<file path="config.mk">
export PLATFORM = sky130hd
export DESIGN_NAME = ardf_ctrl
export DESIGN_NICKNAME = d
export VERILOG_FILES = /design/src/rtl/ardf_pkg.sv /design/src/rtl/ardf_ctrl.sv
export SDC_FILE = /design/constraint.sdc
export NUM_CORES = 1
export LEC_CHECK = 0
export BUFFER_PORTS_ARGS = -buffer_cell sky130_fd_sc_hd__buf_2
export CORE_UTILIZATION = 43
export CTS_CLUSTER_DIAMETER = 30
export CTS_CLUSTER_SIZE = 10
export DETAILED_ROUTE_END_ITERATION = 10
export PLACE_DENSITY = 0.8
export SYNTH_ARGS = -nofsm -noshare
export SYNTH_HDL_FRONTEND = slang
export SYNTH_SLANG_ARGS = --single-unit
export TNS_END_PERCENT = 100
</file>
<file path="constraint.sdc">
create_clock -name clk -period 1.7 [get_ports clk]
set_input_delay 0.17 -clock clk [delete_from_list [all_inputs] [get_ports clk]]
set_output_delay 0.17 -clock clk [all_outputs]
set_load 0.02 [all_outputs]
</file>
<file path="src/rtl/ardf_pkg.sv">
// Package for the audio resampler with DC blocking and sample FIFO.
// Holds field widths, register codes, reset values and the control structs.
// No dependencies.
`default_nettype none

package ardf_pkg;

  localparam int SR_W       = 18;
  localparam int CLK_W      = 27;
  localparam int ALPHA_W    = 16;
  localparam int VOL_W      = 16;
  localparam int ACC_W      = 28;
  localparam int BIAS_W     = 18;
  localparam int SAMPLE_W   = 16;
  localparam int FILL_W     = 12;
  localparam int RC_W       = 7;
  localparam int NIB_W      = 4;
  localparam int CFG_IDX_W  = 3;
  localparam int CFG_DATA_W = 27;

  localparam logic [SR_W-1:0]    OUT_RATE_RST    = SR_W'(48000);
  localparam logic [CLK_W-1:0]   CLOCK_HZ_RST    = CLK_W'(6250000);
  localparam logic [ALPHA_W-1:0] ALPHA_RST       = ALPHA_W'(64881);
  localparam logic [VOL_W-1:0]   VOLUME_RST      = VOL_W'(4096);

  typedef enum logic [0:0] {
    OP_TICK = 1'b0,
    OP_READ = 1'b1
  } opcode_t;

  typedef enum logic [CFG_IDX_W-1:0] {
    CFG_OUT_RATE    = 3'd0,
    CFG_CLOCK_HZ    = 3'd1,
    CFG_ALPHA       = 3'd2,
    CFG_VOLUME      = 3'd3,
    CFG_MUTE        = 3'd4
  } cfg_idx_t;

  typedef struct packed {
    logic [SR_W-1:0]    out_rate;
    logic [CLK_W-1:0]   clock_hz;
    logic [ALPHA_W-1:0] alpha_q16;
    logic [VOL_W-1:0]   volume_q12;
    logic               mute;
  } cfg_t;

  // Commands from the controller to the datapath.
  typedef struct packed {
    logic latch;
    logic phase;
    logic bias;
    logic gain;
    logic push;
    logic setup;
    logic rd_addr;
    logic empty_load;
    logic sample_load;
  } ctrl_cmd_t;

  // Status from the datapath to the controller.
  typedef struct packed {
    logic sample_hit;
    logic burst_zero;
    logic burst_last;
    logic out_free;
  } ctrl_sts_t;

endpackage

`default_nettype wire

</file>
<file path="src/rtl/ardf_ctrl.sv">
// Controller state machine that sequences ticks and FIFO reads.
// Depends on ardf_pkg for the command and status structs.
`default_nettype none

module ardf_ctrl import ardf_pkg::*; (
  input  wire logic      clk,
  input  wire logic      rst,
  input  wire logic      item_valid,
  input  wire logic      item_is_read,
  output logic           item_ready,
  input  wire ctrl_sts_t sts,
  output ctrl_cmd_t      cmd
);

  typedef enum logic [8:0] {
    S_IDLE    = 9'b000000001,
    S_PHASE   = 9'b000000010,
    S_BIAS    = 9'b000000100,
    S_GAIN    = 9'b000001000,
    S_PUSH    = 9'b000010000,
    S_RDSETUP = 9'b000100000,
    S_EMPTY   = 9'b001000000,
    S_RDADDR  = 9'b010000000,
    S_RDLOAD  = 9'b100000000
  } state_t;

  state_t state, state_next;

  always_ff @(posedge clk) begin
    if (rst) begin
      state <= S_IDLE;
    end else begin
      state <= state_next;
    end
  end

  always_comb begin
    state_next = state;
    cmd        = '0;
    item_ready = 1'b0;
    case (state)
      S_IDLE: begin
        item_ready = 1'b1;
        if (item_valid) begin
          cmd.latch  = 1'b1;
          state_next = item_is_read ? S_RDSETUP : S_PHASE;
        end
      end
      S_PHASE: begin
        cmd.phase  = 1'b1;
        state_next = sts.sample_hit ? S_BIAS : S_IDLE;
      end
      S_BIAS: begin
        cmd.bias   = 1'b1;
        state_next = S_GAIN;
      end
      S_GAIN: begin
        cmd.gain   = 1'b1;
        state_next = S_PUSH;
      end
      S_PUSH: begin
        cmd.push   = 1'b1;
        state_next = S_IDLE;
      end
      S_RDSETUP: begin
        cmd.setup  = 1'b1;
        state_next = sts.burst_zero ? S_EMPTY : S_RDADDR;
      end
      S_EMPTY: begin
        if (sts.out_free) begin
          cmd.empty_load = 1'b1;
          state_next     = S_IDLE;
        end
      end
      S_RDADDR: begin
        cmd.rd_addr = 1'b1;
        state_next  = S_RDLOAD;
      end
      S_RDLOAD: begin
        if (sts.out_free) begin
          cmd.sample_load = 1'b1;
          state_next      = sts.burst_last ? S_IDLE : S_RDADDR;
        end
      end
      default: begin
        state_next = S_IDLE;
      end
    endcase
  end

endmodule

`default_nettype wire

</file>
Yosys cells after proc, flatten, opt, wreduce, memory -nomap -nowiden
Index checks and enable logic that the tools add are counted.
{"block": "totals", "rom_bits": 0, "input_bits": 8, "output_inout_bits": 10, "latchBits": 0, "register_bits": 9, "word_cells": 34, "mem_bits_rw": 0, "memories": 0}
{"block": "op_classes", "add_sub_neg": 0, "n_shift": 0, "bitwise_logic": 0, "n_div": 0, "order_cmp": 0, "n_eq_ne": 12, "multipliers": 0, "muxes": 20, "n_reduce_logical": 1}
{"cell": "$pmux W9 S8", "count": 1}
{"cell": "$mux W9", "count": 3}
{"cell": "$mux W8", "count": 2}
{"cell": "$mux W1", "count": 12}
{"cell": "$eq A9 B1 Y1 const B", "count": 1}
{"cell": "$eq A9 B2 Y1 const B", "count": 1}
{"cell": "$eq A9 B3 Y1 const B", "count": 1}
{"cell": "$eq A9 B4 Y1 const B", "count": 1}
{"cell": "$eq A9 B5 Y1 const B", "count": 1}
{"cell": "$eq A9 B6 Y1 const B", "count": 1}
{"cell": "$eq A9 B7 Y1 const B", "count": 1}
{"cell": "$eq A9 B8 Y1 const B", "count": 1}
{"cell": "$eq A9 B9 Y1 const B", "count": 1}
{"cell": "$mux W6", "count": 1}
{"cell": "$ne A2 B2 Y1 const B", "count": 3}
{"cell": "$mux W3", "count": 1}
{"cell": "$reduce_and A3 Y1", "count": 1}

Logic depth before layout (Yosys ltp)
{"block": "logic_depth", "depth_word": 3, "ltp_mapped": 6, "depth_no_buf": 5}

Worst setup path before layout
Ideal clock, no wire load.
{"block": "synth_path", "kind": "reg-to-reg", "from": "register state[2]", "to": "register state[8]", "t_required_ns": 1.634, "arrival_ns": 1.857, "slack_ns": -0.223, "period_less_slack_ns": 1.923, "setup_ns": 0.066, "path_buffers": 1, "path_stages_with_launch": 7, "path_cell_list": "dfxtp_1 -> buf_6 -> nor4_1 -> nand2_1 -> nor4b_1 -> a21oi_2 -> nor2_2"}
{"block": "synth_between", "elab_chain_cells": 3, "word_cells_on_any_way": 13, "classes_between": "eq/ne: 11; mux: 1; reduce/logical: 1"}
{"item": "start, declared", "line": "ardf_ctrl.sv:27", "rtl": "state_t state, state_next;"}
{"item": "start signal, assigned", "line": "ardf_ctrl.sv:33", "rtl": "state <= state_next;"}
{"item": "$eq A9 B7 Y1, or another cell as far along", "line": "ardf_ctrl.sv:41", "rtl": "case (state)"}
{"item": "$ne A2 B2 Y1 (no line)"}
{"item": "$reduce_and A3 Y1 (no line)"}
Parallel ways exist; a longest one is shown, timed or not.
A chain may end at the register's enable or synchronous reset.

==> metrics.md <==
| Metric | Value |
|---|---|
| Status | complete, but fails checks |
| Failing checks | setup timing |
| Setup violators final | 12 |
| PwrDens | 573 nW/um^2 |
| Initial antenna violation count | 0 |
| Cell taking the most area after synthesis | dfxtp_1 |
| Pin count of the biggest net entering global routing | 10 |
| Post-synthesis cell type count | 30 |
| Layout Utilization | about three quarters |
| Hold Vio Cnt, Final | 0 |
| WP data required | 1.53 ns |
| Routability congestion estimate | 0.847 |
| CTS sink count | 9 |
| Setup slack after layout | -0.165 ns |
| Clock slew seen by the registers of the worst setup and hold paths | 0.06 ns |
| WL/cell | 14.2 um |
| Fin crit period | around 1.9 ns |
| Port bufs | 17 |
| Die H | 39.3 um |
| RSZ-0062 raised after global routing | yes |
| WL final | 1690 um |
| Crit end category | primary output |
| Core area | 1300 um^2 |
| Critical path type | reg2out |
| Synth area leaders | dfxtp_1 30%, nor3b_1 7.5%, nor4b_1 5.8% |
| Design Area, Final | 991 um^2 |
| FF+latch count, synth | 9 |
| Share of cells above drive strength 1 | between 60% and 70% |
| P_leak | 0.420 nW |
| Worst hold slack | between 0.07 and 0.08 ns |
| GR Overflow Total | 0 |
| Critical path peak fanout | 3 |
| CTS Buf Count | 3 |
| Post-synth top area share | 30.1% |
| R2R Path Start | state[0] |
| Drt via density | 5.50 |
| Fillers | 79 |
| Worst relative slew slack | 74.4% |
| Nets | 113 |
| Die ar. | 1550 um^2 |
| Crit-path slowest cell | or4_4 |
| Max frequency | around 0.54 GHz |
| Iteration-0 DRC Markers | 13 |
| VDD IR-drop max | ~0.38 mV |
| H-tree depth | 1 |
| Max FFs per register | 9 |
| First-pass GRT wire length | around 2500 um |
| Initial Util | a little under half |
| Largest registers | state: 9 flops |
| Vias in the first global route | 603 |
| Tot Pwr | 568 uW |
| Seq/Total Area, Yosys | a little under a third |
| Worst Tran Pin Value | 0.380 ns |
| Worst skew pair latency | between 0.2 and 0.3 ns |
| Non-Filler Instances | 119 |
| Placed cell count | 110 |
| Cell count after synthesis | between 60 and 70 |
| Dpl cell area | 796 um^2 |
| Critical path's largest stage delay | 0.57 ns |
| Worst-path cell chain | or4_4, nor4b_4, and2_4, buf_6 |
| Yosys warns | 0 |
| Hold path start | item_is_read |
| Hold crit path type | in2reg |
| Diode count | 0 |
| Dpl ws | -0.0771 ns |
| WP buf/inv | 1 |
| Dpl hpwl | 1130 um |
| Biggest register | state |
| Hold buffers post-CTS | 0 |
| Site row count | 13 |
| Max Slew Vio Count | 0 |
| Via count | approximately 660 |
| Max_cap viols | 0 |
| Setup Skew | around 0.0062 ns |
| Post-route ant nets | 0 |
| Root Driver | clkbuf_4 |
| Startpoint Class | register |
| Router iterations before antenna repair | 4 |
| CTS tree | built |
| Ports | 18 |
| Syn avg cell area | 8.81 um^2 |
| Total GRT Usage | 25.2% |
| CP startpoint | state[0] |
| Critical Path AT | 1.70 ns |
| Mapped Area | 599 um^2 |
| Net Count, Synth | 76 |
| Setup TNS | -1.20 ns |
| Crit share post-route | 110% |
| Crit path max-delay family | simple AND/OR/NAND/NOR gates |
| Longest Clk Path Bufs | 2 |
| Layout Area Growth over Synthesis | 65.3% |
| DRC | 0 |
| Die Wd | 39.3 um |
[per-layer routing]
metal / vias to the layer above / GRT usage [%] / share of wire [%]
li1: 321 / - / -
met1: 312 / 28.1 / 42
met2: 18 / 45.4 / 52
met3: 4 / 3.98 / 3.4
met4: 0 / 12.9 / 1.8
met5: - / 0 / 0
[cells in the mapped netlist]
cell type / instances
dfxtp_1: 9
nor2_2: 1
o21ai_4: 1
or4_4: 2
nand3_1: 2
nor4b_2: 1
o211ai_1: 1
inv_1: 5
buf_4: 2
o2111ai_1: 1
nor3b_1: 6
xor2_1: 2
nor4b_1: 4
buf_6: 3
a221oi_1: 1
nand4b_1: 1
and2_1: 1
o41ai_1: 1
nand2_1: 4
a21oi_2: 1
nor3_1: 3
o21ai_0: 1
a22oi_1: 1
a22oi_2: 1
xnor2_1: 1
a211o_1: 1
nor2_1: 6
nor4_1: 3
nor2b_1: 1
or3_1: 1
[layout by cell type (no fill, tap or decap), drive strengths merged, types with 2 or more instances in the layout]
cell    count
buf        37
dfxtp       9
nor2        7
nor3b       6
inv         5
nor4b       5
nand2       4
clkbuf      4
nor3        3
nor4        3
or4         2
xor2        2
nand3       2
o21ai       2
a22oi       2
[power by group]
part	switching, mW	total [mW]	internal (mW)
Clock	0.0751	0.166	0.0905
Combinational	0.0937	0.178	0.0842
Sequential	0.00589	0.224	0.218
Total	0.175	0.568	0.393
[cells by family after synthesis]
logic type,after synthesis,synth area share [%]
AO/OA/AOI/OAI,10,15.5
XOR/XNOR,3,4.38
buffers and inverters,10,11.3
flip-flops,9,30.1
AND/OR/NAND/NOR,36,38.8
[worst reg2reg max path: cells and delay by family, from the launching register on]
kind,cells,cell delay (ns)
AND/OR/NAND/NOR,2,1.11
AO/OA/AOI/OAI,1,0.28
flip-flops,1,0.33
[timing repair]
action,in CTS,in global routing
setup buffers,4,1
hold endpoints to repair,0,0
resized for setup,16,14
endpoints found under the setup margin,15,16
pin swaps,10,3
[area by class of cell]
type                    instances  area, um^2  area share [%]
clock buffers                   4        26.3            2.65
inverters                       5        18.8            1.89
multi-input cells              49         478            48.2
flip-flops and latches          9         184            18.6
well taps                      15        18.8            1.89
repair buffers                 37         265            26.8
[path summary, 6_finish.rpt]
check / cells past startpoint / slack [ns] / endpoint
setup / recovery: 4 / -0.17 / cmd[0]
hold / removal: 2 / 0.08 / state[1]
setup reg to reg: 3 / -0.13 / state[0]
hold reg to reg: 2 / 0.61 / state[8]
Power figures use the tool's default switching activity.
