<file path="src/rtl/ardf_pkg.sv">
// Package for the audio resampler with DC blocking and sample FIFO.
// Holds field widths, register codes, reset values and the control structs.
// No dependencies.
`default_nettype none

package ardf_pkg;

  localparam int SR_W       = 18;
  localparam int CLK_W      = 27;
  localparam int ALPHA_W    = 16;
  localparam int VOL_W      = 16;
  localparam int ACC_W      = 28;
  localparam int BIAS_W     = 18;
  localparam int SAMPLE_W   = 16;
  localparam int FILL_W     = 12;
  localparam int RC_W       = 7;
  localparam int NIB_W      = 4;
  localparam int CFG_IDX_W  = 3;
  localparam int CFG_DATA_W = 27;

  localparam logic [SR_W-1:0]    OUT_RATE_RST    = SR_W'(48000);
  localparam logic [CLK_W-1:0]   CLOCK_HZ_RST    = CLK_W'(6250000);
  localparam logic [ALPHA_W-1:0] ALPHA_RST       = ALPHA_W'(64881);
  localparam logic [VOL_W-1:0]   VOLUME_RST      = VOL_W'(4096);

  typedef enum logic [0:0] {
    OP_TICK = 1'b0,
    OP_READ = 1'b1
  } opcode_t;

  typedef enum logic [CFG_IDX_W-1:0] {
    CFG_OUT_RATE    = 3'd0,
    CFG_CLOCK_HZ    = 3'd1,
    CFG_ALPHA       = 3'd2,
    CFG_VOLUME      = 3'd3,
    CFG_MUTE        = 3'd4
  } cfg_idx_t;

  typedef struct packed {
    logic [SR_W-1:0]    out_rate;
    logic [CLK_W-1:0]   clock_hz;
    logic [ALPHA_W-1:0] alpha_q16;
    logic [VOL_W-1:0]   volume_q12;
    logic               mute;
  } cfg_t;

  // Commands from the controller to the datapath.
  typedef struct packed {
    logic latch;
    logic phase;
    logic bias;
    logic gain;
    logic push;
    logic setup;
    logic rd_addr;
    logic empty_load;
    logic sample_load;
  } ctrl_cmd_t;

  // Status from the datapath to the controller.
  typedef struct packed {
    logic sample_hit;
    logic burst_zero;
    logic burst_last;
    logic out_free;
  } ctrl_sts_t;

endpackage

`default_nettype wire

</file>
<file path="src/rtl/ardf_cfg.sv">
// Configuration register bank written through a plain write port.
// Depends on ardf_pkg for register codes and reset values.
`default_nettype none

module ardf_cfg import ardf_pkg::*; (
  input  wire logic                  clk,
  input  wire logic                  rst,
  input  wire logic                  cfg_write,
  input  wire logic [CFG_IDX_W-1:0]  cfg_index,
  input  wire logic [CFG_DATA_W-1:0] cfg_data,
  output cfg_t                       cfg
);

  cfg_t regs;

  always_ff @(posedge clk) begin
    if (rst) begin
      regs.out_rate    <= OUT_RATE_RST;
      regs.clock_hz    <= CLOCK_HZ_RST;
      regs.alpha_q16   <= ALPHA_RST;
      regs.volume_q12  <= VOLUME_RST;
      regs.mute        <= 1'b0;
    end else if (cfg_write) begin
      case (cfg_idx_t'(cfg_index))
        CFG_OUT_RATE:    regs.out_rate    <= cfg_data[SR_W-1:0];
        CFG_CLOCK_HZ:    regs.clock_hz    <= cfg_data[CLK_W-1:0];
        CFG_ALPHA:       regs.alpha_q16   <= cfg_data[ALPHA_W-1:0];
        CFG_VOLUME:      regs.volume_q12  <= cfg_data[VOL_W-1:0];
        CFG_MUTE:        regs.mute        <= cfg_data[0];
        default: begin
        end
      endcase
    end
  end

  assign cfg = regs;

endmodule

`default_nettype wire

</file>
<file path="config.mk">
export PLATFORM = sky130hd
export DESIGN_NAME = ardf_cfg
export DESIGN_NICKNAME = d
export VERILOG_FILES = /design/src/rtl/ardf_pkg.sv /design/src/rtl/ardf_cfg.sv
export SDC_FILE = /design/constraint.sdc
export NUM_CORES = 1
export LEC_CHECK = 0
export ABC_CLOCK_PERIOD_IN_PS = 1100
export BUFFER_PORTS_ARGS = -buffer_cell sky130_fd_sc_hd__buf_4
export CAP_MARGIN = 20
export CORE_MARGIN = 2
export CORE_UTILIZATION = 35
export DETAILED_ROUTE_END_ITERATION = 16
export PLACE_DENSITY_LB_ADDON = 0.05
export SETUP_SLACK_MARGIN = 0.15
export SLEW_MARGIN = 20
export SYNTH_ARGS = -nofsm -noshare
export SYNTH_HDL_FRONTEND = slang
export SYNTH_SLANG_ARGS = --single-unit
</file>
<file path="constraint.sdc">
create_clock -name clk -period 1.1 [get_ports clk]
set_input_delay 0.11 -clock clk [delete_from_list [all_inputs] [get_ports clk]]
set_output_delay 0.11 -clock clk [all_outputs]
set_load 0.1 [all_outputs]
</file>
## Word-level counts from Yosys, hierarchy flattened

Cells that the tools add are included.

- ROM bits: 0
- Memory bits (writable): 0
- Word-level logic and storage cells: 15
- Bits of input ports: 33
- Output and inout bits: 78
- Memories: 0
- Register bits: 78
- Latch bits: 0

- Equal/unequal tests: 4
- Bitwise operators: 0
- Div/mod/pow operators: 0
- Shift operators: 0
- $mul: 0
- Mux-type cells: 0
- Magnitude comparators: 0
- $add $sub $neg: 0
- Reductions and logical operators: 6

Operators with widths:

| operator | count |
|---|---|
| 2-bit AND reduction | 5 |
| 3-bit by 2-bit == test with 1-bit output (second input constant) | 2 |
| 3-bit by 1-bit == test with 1-bit output (second input constant) | 1 |
| 3-bit == test (second input constant) | 1 |
| 3-bit zero test | 1 |

## Logic depth before layout (Yosys ltp)

Gate-level depths: netlist (run 1).

- Depth in word-level cells: 2
- Gate-level depth with buffers: 5

## Least setup slack after synthesis (run 1)

OpenSTA, ideal clock, no wires.

- Path kind: reg-to-reg
- From: reg cfg[13] (netlist name)
- To: reg regs (netlist bit cfg[13])
- Stages on the path, launching flop included: 3
- Setup slack: -0.138 ns
- Buffers on the path: 0
- Period minus slack after synthesis: 1.238 ns
- Data required time: 1.028 ns
- Data arrival time: 1.166 ns
- Setup time: 0.072 ns
- Cells stage by stage: dfxtp_1 > nor2_1 > mux2i_1

RTL lines:

| item | RTL line | text |
|---|---|---|
| to (decl) | ardf_cfg.sv:14 | `cfg_t regs;` |

## Final worst setup path (run 1)

- From: reg regs (netlist bit cfg[0])
- To: out cfg[0] (netlist name)

RTL lines:

| item | RTL line | text |
|---|---|---|
| to (decl) | ardf_cfg.sv:11 | `output cfg_t cfg` |

No word-level cell between the ends.

==> flow_summary_export.csv, run 1 <==
group,metric,value,unit
setup_path,path_cells,"buf_12",
global_routing,grt_pass1_vias,2631,
yosys,syn_inst,307,
setup_path,max_stage_delay,370,ps
final_layout,drive_gt1_frac,0.534,
setup_path,critPathBufInv,1,
drt,vias,2532,
placement,placed_cells,519,
timing,tightest_slew,341,ps
setup_path,crit_family,"flip-flops",
setup_path,worst_ep_required_time,990,ps
setup_path,cp_data_arrival_time,890,ps
die,die_x,99.1,um
final_layout,largest_reg_flops,78,
yosys,synth_cell_types,15,
drt,drt-initial-drc-count,49,
setup_path,cp_slowest_cell,"dfxtp_4",
clock_network,htree_levels,3,
final_layout,layout_common_cells,"buf_12, mux2i_1, nand2b_1",
yosys,synth_top_cell_by_area,"dfxtp_1",
timing,min_period_over_period,0.907,
setup_path,r2r_slack,350,ps
die,start_util,0.361,
die,io_pins,111,
timing,finalSetupViolations,0,
drt,antenna_left,0,
drt,finalWirelength,8030,um
yosys,synth_nets,340,
yosys,yosys.area_share.xor_xnor,0,
global_routing,antenna_found_initial,0,
timing,fin_crit,998,ps
placement,place_hpwl,5380,um
timing,fmax,1000,MHz
yosys,synthMuxAreaShare,0.247,
yosys,ys.warnings.count,0,
yosys,synth_fa_ha_area_frac,0,
yosys,ys_ff_latch,78,
setup_path,end_kind,"output port",
timing,hold_viol_final,0,
die,die_area,9820,um^2
final_layout,layout.cells.non_filler,546,
drt,post_drt_wl_per_cell,14.7,um
yosys,yosysTopAreaCellShare,0.493,
status,status,"finished clean",
die,die_h,99.1,um
timing,relSlewSlack,0.770,
yosys,synth-compound-area-share,0,
global_routing,grt_start_max_net_pins,47,
timing,rsz0062_at_grt,"yes",
worst_hold_path,holdCritPathClass,"in -> reg",
timing,finClkSkew,0,ps
placement,placed_area,4310,um^2
drt,firstDrtPassIters,4,
drt,drc_errors,0,
clock_network,cts_root_buf,"clkbuf_8",
setup_path,cp_max_fo,2,
clock_network,cts_buffers,9,
die,rows,34,
yosys,ys_seq_area_frac,0.493,
clock_network,cts.sinks,78,
yosys,synth_top_family_by_area,"multiplexers",
final_layout,filler_cell_count,696,
placement,portBuffers,110,
setup_path,startpoint_type,"flip-flop",
clock_network,cts_buffer_depth,2,
setup_path,critPathKind,"reg -> out",
placement,gp_congestion,0.733,
timing,holdWs,20.2,ps
final_layout,area_growth,77.0,%
final_layout,fin_area,5610,um^2
power_and_ir_drop,p_leak,2.42,nW
clock_network,clk_pin_slew,80,ps
power_and_ir_drop,powerDensity,1150,nW/um^2
yosys,syn-cell-area,3170,um^2
global_routing,track_usage,0.172,
yosys,yosys-top-cells-area,"dfxtp_1, mux2i_1, nand2b_1",
final_layout,utilization,0.640,
die,core_area,8760,um^2
final_layout,final_common_cell,"buf_12",
global_routing,grt_pass1_wl,13300,um
yosys,syn_area_per_cell,10.3,um^2
power_and_ir_drop,peakVddDrop,720,uV
final_layout,antenna_cells,0,
yosys,yosys.area_share.simple,0.225,
timing,slew_violations,0,
final_layout,nets,466,
job,maxCapViolCount,0,
clock_network,clk_latency,340,ps
clock_network,cts_tree,"built",
drt,routed_via_density,4.64,
global_routing,grt_overflow,0,
==> per-layer routing <==
metal	vias up	global-route usage	routed length, um
li1	1262	-	-
met1	1188	0.220	3600
met2	68	0.277	3830
met3	14	0.0478	453
met4	0	0.0685	150
met5	-	0	0
==> stage by stage <==
step                TNS [ps]  worst slack [ps]  total power, mW
floorplan                  0              88.3             3.70
finish                     0               102             6.47
CTS                        0              79.6             6.56
global route               0              65.8             6.74
detailed placement     -2230             -95.0             4.01
global placement       -1700             -63.7             4.00
==> kinds of logic (layout without fill, tap and decap cells) <==
kind of cell | count (synthesis) | in the layout
DFF | 78 | 78
and+or+nand+nor | 128 | 128
muxes | 78 | 78
buffers and inverters | 23 | 154
==> final cells by class <==
class / count / area [um^2] / area share
multi-input cells: 206 / 1510 / 0.269
repair buffers: 138 / 2060 / 0.368
clock inverters: 4 / 70.1 / 0.0125
clock buffers: 12 / 145 / 0.0259
well taps: 108 / 135 / 0.0241
flip-flops and latches: 78 / 1680 / 0.300
==> where the power goes <==
| group | leakage, nW | switching (mW) | internal (mW) |
|---|---|---|---|
| Combinational | 1.67 | 0.691 | 0.485 |
| Sequential | 0.644 | 0.0680 | 2.88 |
| Clock | 0.110 | 1.01 | 1.34 |
| Total | 2.42 | 1.77 | 4.70 |
==> path summary, 6_finish.rpt <==
path / start / depth (start not counted) / to
setup / recovery: cfg[0] / 1 / cfg[0]
hold / removal: cfg_data[18] / 3 / cfg[51]
setup reg to reg: cfg[16] / 3 / cfg[16]
hold reg to reg: cfg[11] / 2 / cfg[11]
==> repair_timing <==
action / in CTS / in global routing
hold buffers: 0 / 0
endpoints found under the setup margin: 78 / 78
resized for setup: 234 / 10
buffers inserted: 6 / 5
==> cell usage after synthesis <==
library cell,instances
dfxtp_1,78
mux2i_1,78
nand2b_1,69
nor2_1,50
clkbuf_1,11
buf_2,9
buf_4,2
nand4bb_1,2
nor4bb_1,2
and4b_1,1
and4bb_2,1
buf_6,1
nand4b_1,1
nor4b_1,1
or4b_1,1
No activity file was read; power rests on OpenSTA's default activity.
==> run 2: changes to the inputs <==
- RECOVER_POWER: default -> 100
==> flow_summary_export.csv, run 2 (same netlist as run 1, synthesis figures left out) <==
group,metric,value,unit
drt,firstDrtPassIters,4,
die,rows,34,
setup_path,r2r_slack,380,ps
setup_path,worst_ep_required_time,990,ps
final_layout,layout_common_cells,"mux2i_1, buf_6, nand2b_1",
clock_network,clk_latency,340,ps
setup_path,critPathBufInv,1,
drt,drt-initial-drc-count,51,
timing,finClkSkew,0,ps
global_routing,grt_pass1_wl,13300,um
setup_path,cp_data_arrival_time,930,ps
die,die_area,9820,um^2
timing,tightest_slew,535,ps
timing,fin_ws,62.9,ps
setup_path,end_kind,"output port",
die,die_h,99.1,um
setup_path,reg2reg_depth,3,
placement,place_hpwl,5380,um
setup_path,startpoint_type,"flip-flop",
final_layout,nets,466,
timing,fin_setup_tns,0,ps
final_layout,drive_gt1_frac,0.521,
setup_path,crit_path_end,"cfg[0]",
final_layout,antenna_cells,0,
timing,relSlewSlack,0.643,
setup_path,cp_num_cells,1,
timing,slew_violations,0,
timing,fmax,964,MHz
clock_network,cts_buffer_depth,2,
final_layout,seqCellArea,1680,um^2
power_and_ir_drop,powerDensity,1290,nW/um^2
setup_path,r2r_start,"cfg[16]",
drt,vias,2509,
clock_network,htree_levels,3,
setup_path,path_cells,"buf_6",
die,core_area,8760,um^2
timing,hold_viol_final,0,
placement,pre_cts_slack,-95.0,ps
global_routing,track_usage,0.172,
timing,rsz0062_at_grt,"yes",
setup_path,max_stage_delay,360,ps
die,io_pins,111,
clock_network,cts_tree,"built",
drt,post_drt_wl_per_cell,14.8,um
final_layout,area_growth,54.8,%
setup_path,crit_family,"flip-flops",
power_and_ir_drop,peakVddDrop,718,uV
drt,finalWirelength,8080,um
timing,min_period_over_period,0.943,
worst_hold_path,holdCritPathClass,"in -> reg",
clock_network,cts_root_buf,"clkbuf_8",
clock_network,holdBufCountCts,0,
drt,drc_errors,0,
die,die_x,99.1,um
job,maxCapViolCount,0,
setup_path,r2r-end,"cfg[16]",
setup_path,startpoint,"cfg[0]",
placement,portBuffers,110,
placement,gp_congestion,0.733,
final_layout,largest_reg_flops,78,
setup_path,critPathKind,"reg -> out",
timing,fin_crit,1040,ps
final_layout,utilization,0.560,
global_routing,grt_pass1_vias,2631,
drt,antenna_left,0,
status,status,"finished clean",
clock_network,clk_pin_slew,80,ps
global_routing,grt_overflow,0,
final_layout,final_common_cell,"mux2i_1",
global_routing,antenna_found_initial,0,
clock_network,cts.sinks,78,
global_routing,grt_start_max_net_pins,47,
die,start_util,0.361,
setup_path,cp_max_fo,2,
drt,routed_via_density,4.60,
setup_path,cp_slowest_cell,"dfxtp_4",
power_and_ir_drop,p_leak,2.17,nW
final_layout,multiInputGateArea,1510,um^2
timing,finalSetupViolations,0,
final_layout,filler_cell_count,844,
clock_network,cts_buffers,9,
==> run 2: cell types whose count changed in the layout (fill, tap and decap cells not counted), sizes merged <==
cell / before / now
buf: 138 / 132
clkbuf: 12 / 18
==> run 2: worst register-to-register path, delay by kind of cell (launching register included) <==
kind	cells	cell delay, ps
muxes	1	80
and+or+nand+nor	1	70
DFF	1	330
buffers and inverters	1	120
==> run 2: per-layer routing <==
metal  routed length (um)  GRT usage
met1                 3670      0.220
met2                 3810      0.277
met3                  471     0.0478
met4                  118     0.0685
met5                    0          0
==> run 2: how the worst min path moves through the flow <==
stage                 startpoint  depth (start not counted)       to  slack, ps
global placement    cfg_data[19]                          3  cfg[52]        370
CTS                 cfg_data[18]                          3  cfg[51]          7
global route        cfg_data[26]                          3  cfg[59]         20
detailed placement  cfg_data[18]                          3  cfg[51]        380
floorplan           cfg_data[26]                          2  cfg[59]        260
finish              cfg_data[18]                          3  cfg[51]         20
==> run 2: power breakdown <==
group	switching, mW	internal, mW
combinational	0.690	0.362
clock	1.02	1.34
sequential	0.0462	2.88
==> run 2: metrics by stage <==
stage	power (mW)	cell area (um^2)	hold WS [ps]	instances
floorplan	3.70	3280	258	307
global placement	4.00	4310	369	519
detailed placement	4.01	4310	377	519
CTS	6.56	5540	6.65	541
global route	6.59	4900	19.4	546
finish	6.33	4900	17.8	546
==> run 2: area by class of cell <==
cell class / instances / share of cell area
repair buffers: 138 / 0.278
multi-input cells: 206 / 0.307
clock buffers: 12 / 0.0296
well taps: 108 / 0.0276
flip-flops and latches: 78 / 0.343
clock inverters: 4 / 0.0143
==> run 2: timing repair <==
action | CTS | global route
buffers inserted | 6 | 5
resized for setup | 234 | 10
gates cloned | 0 | 0
endpoints found under the setup margin | 78 | 78
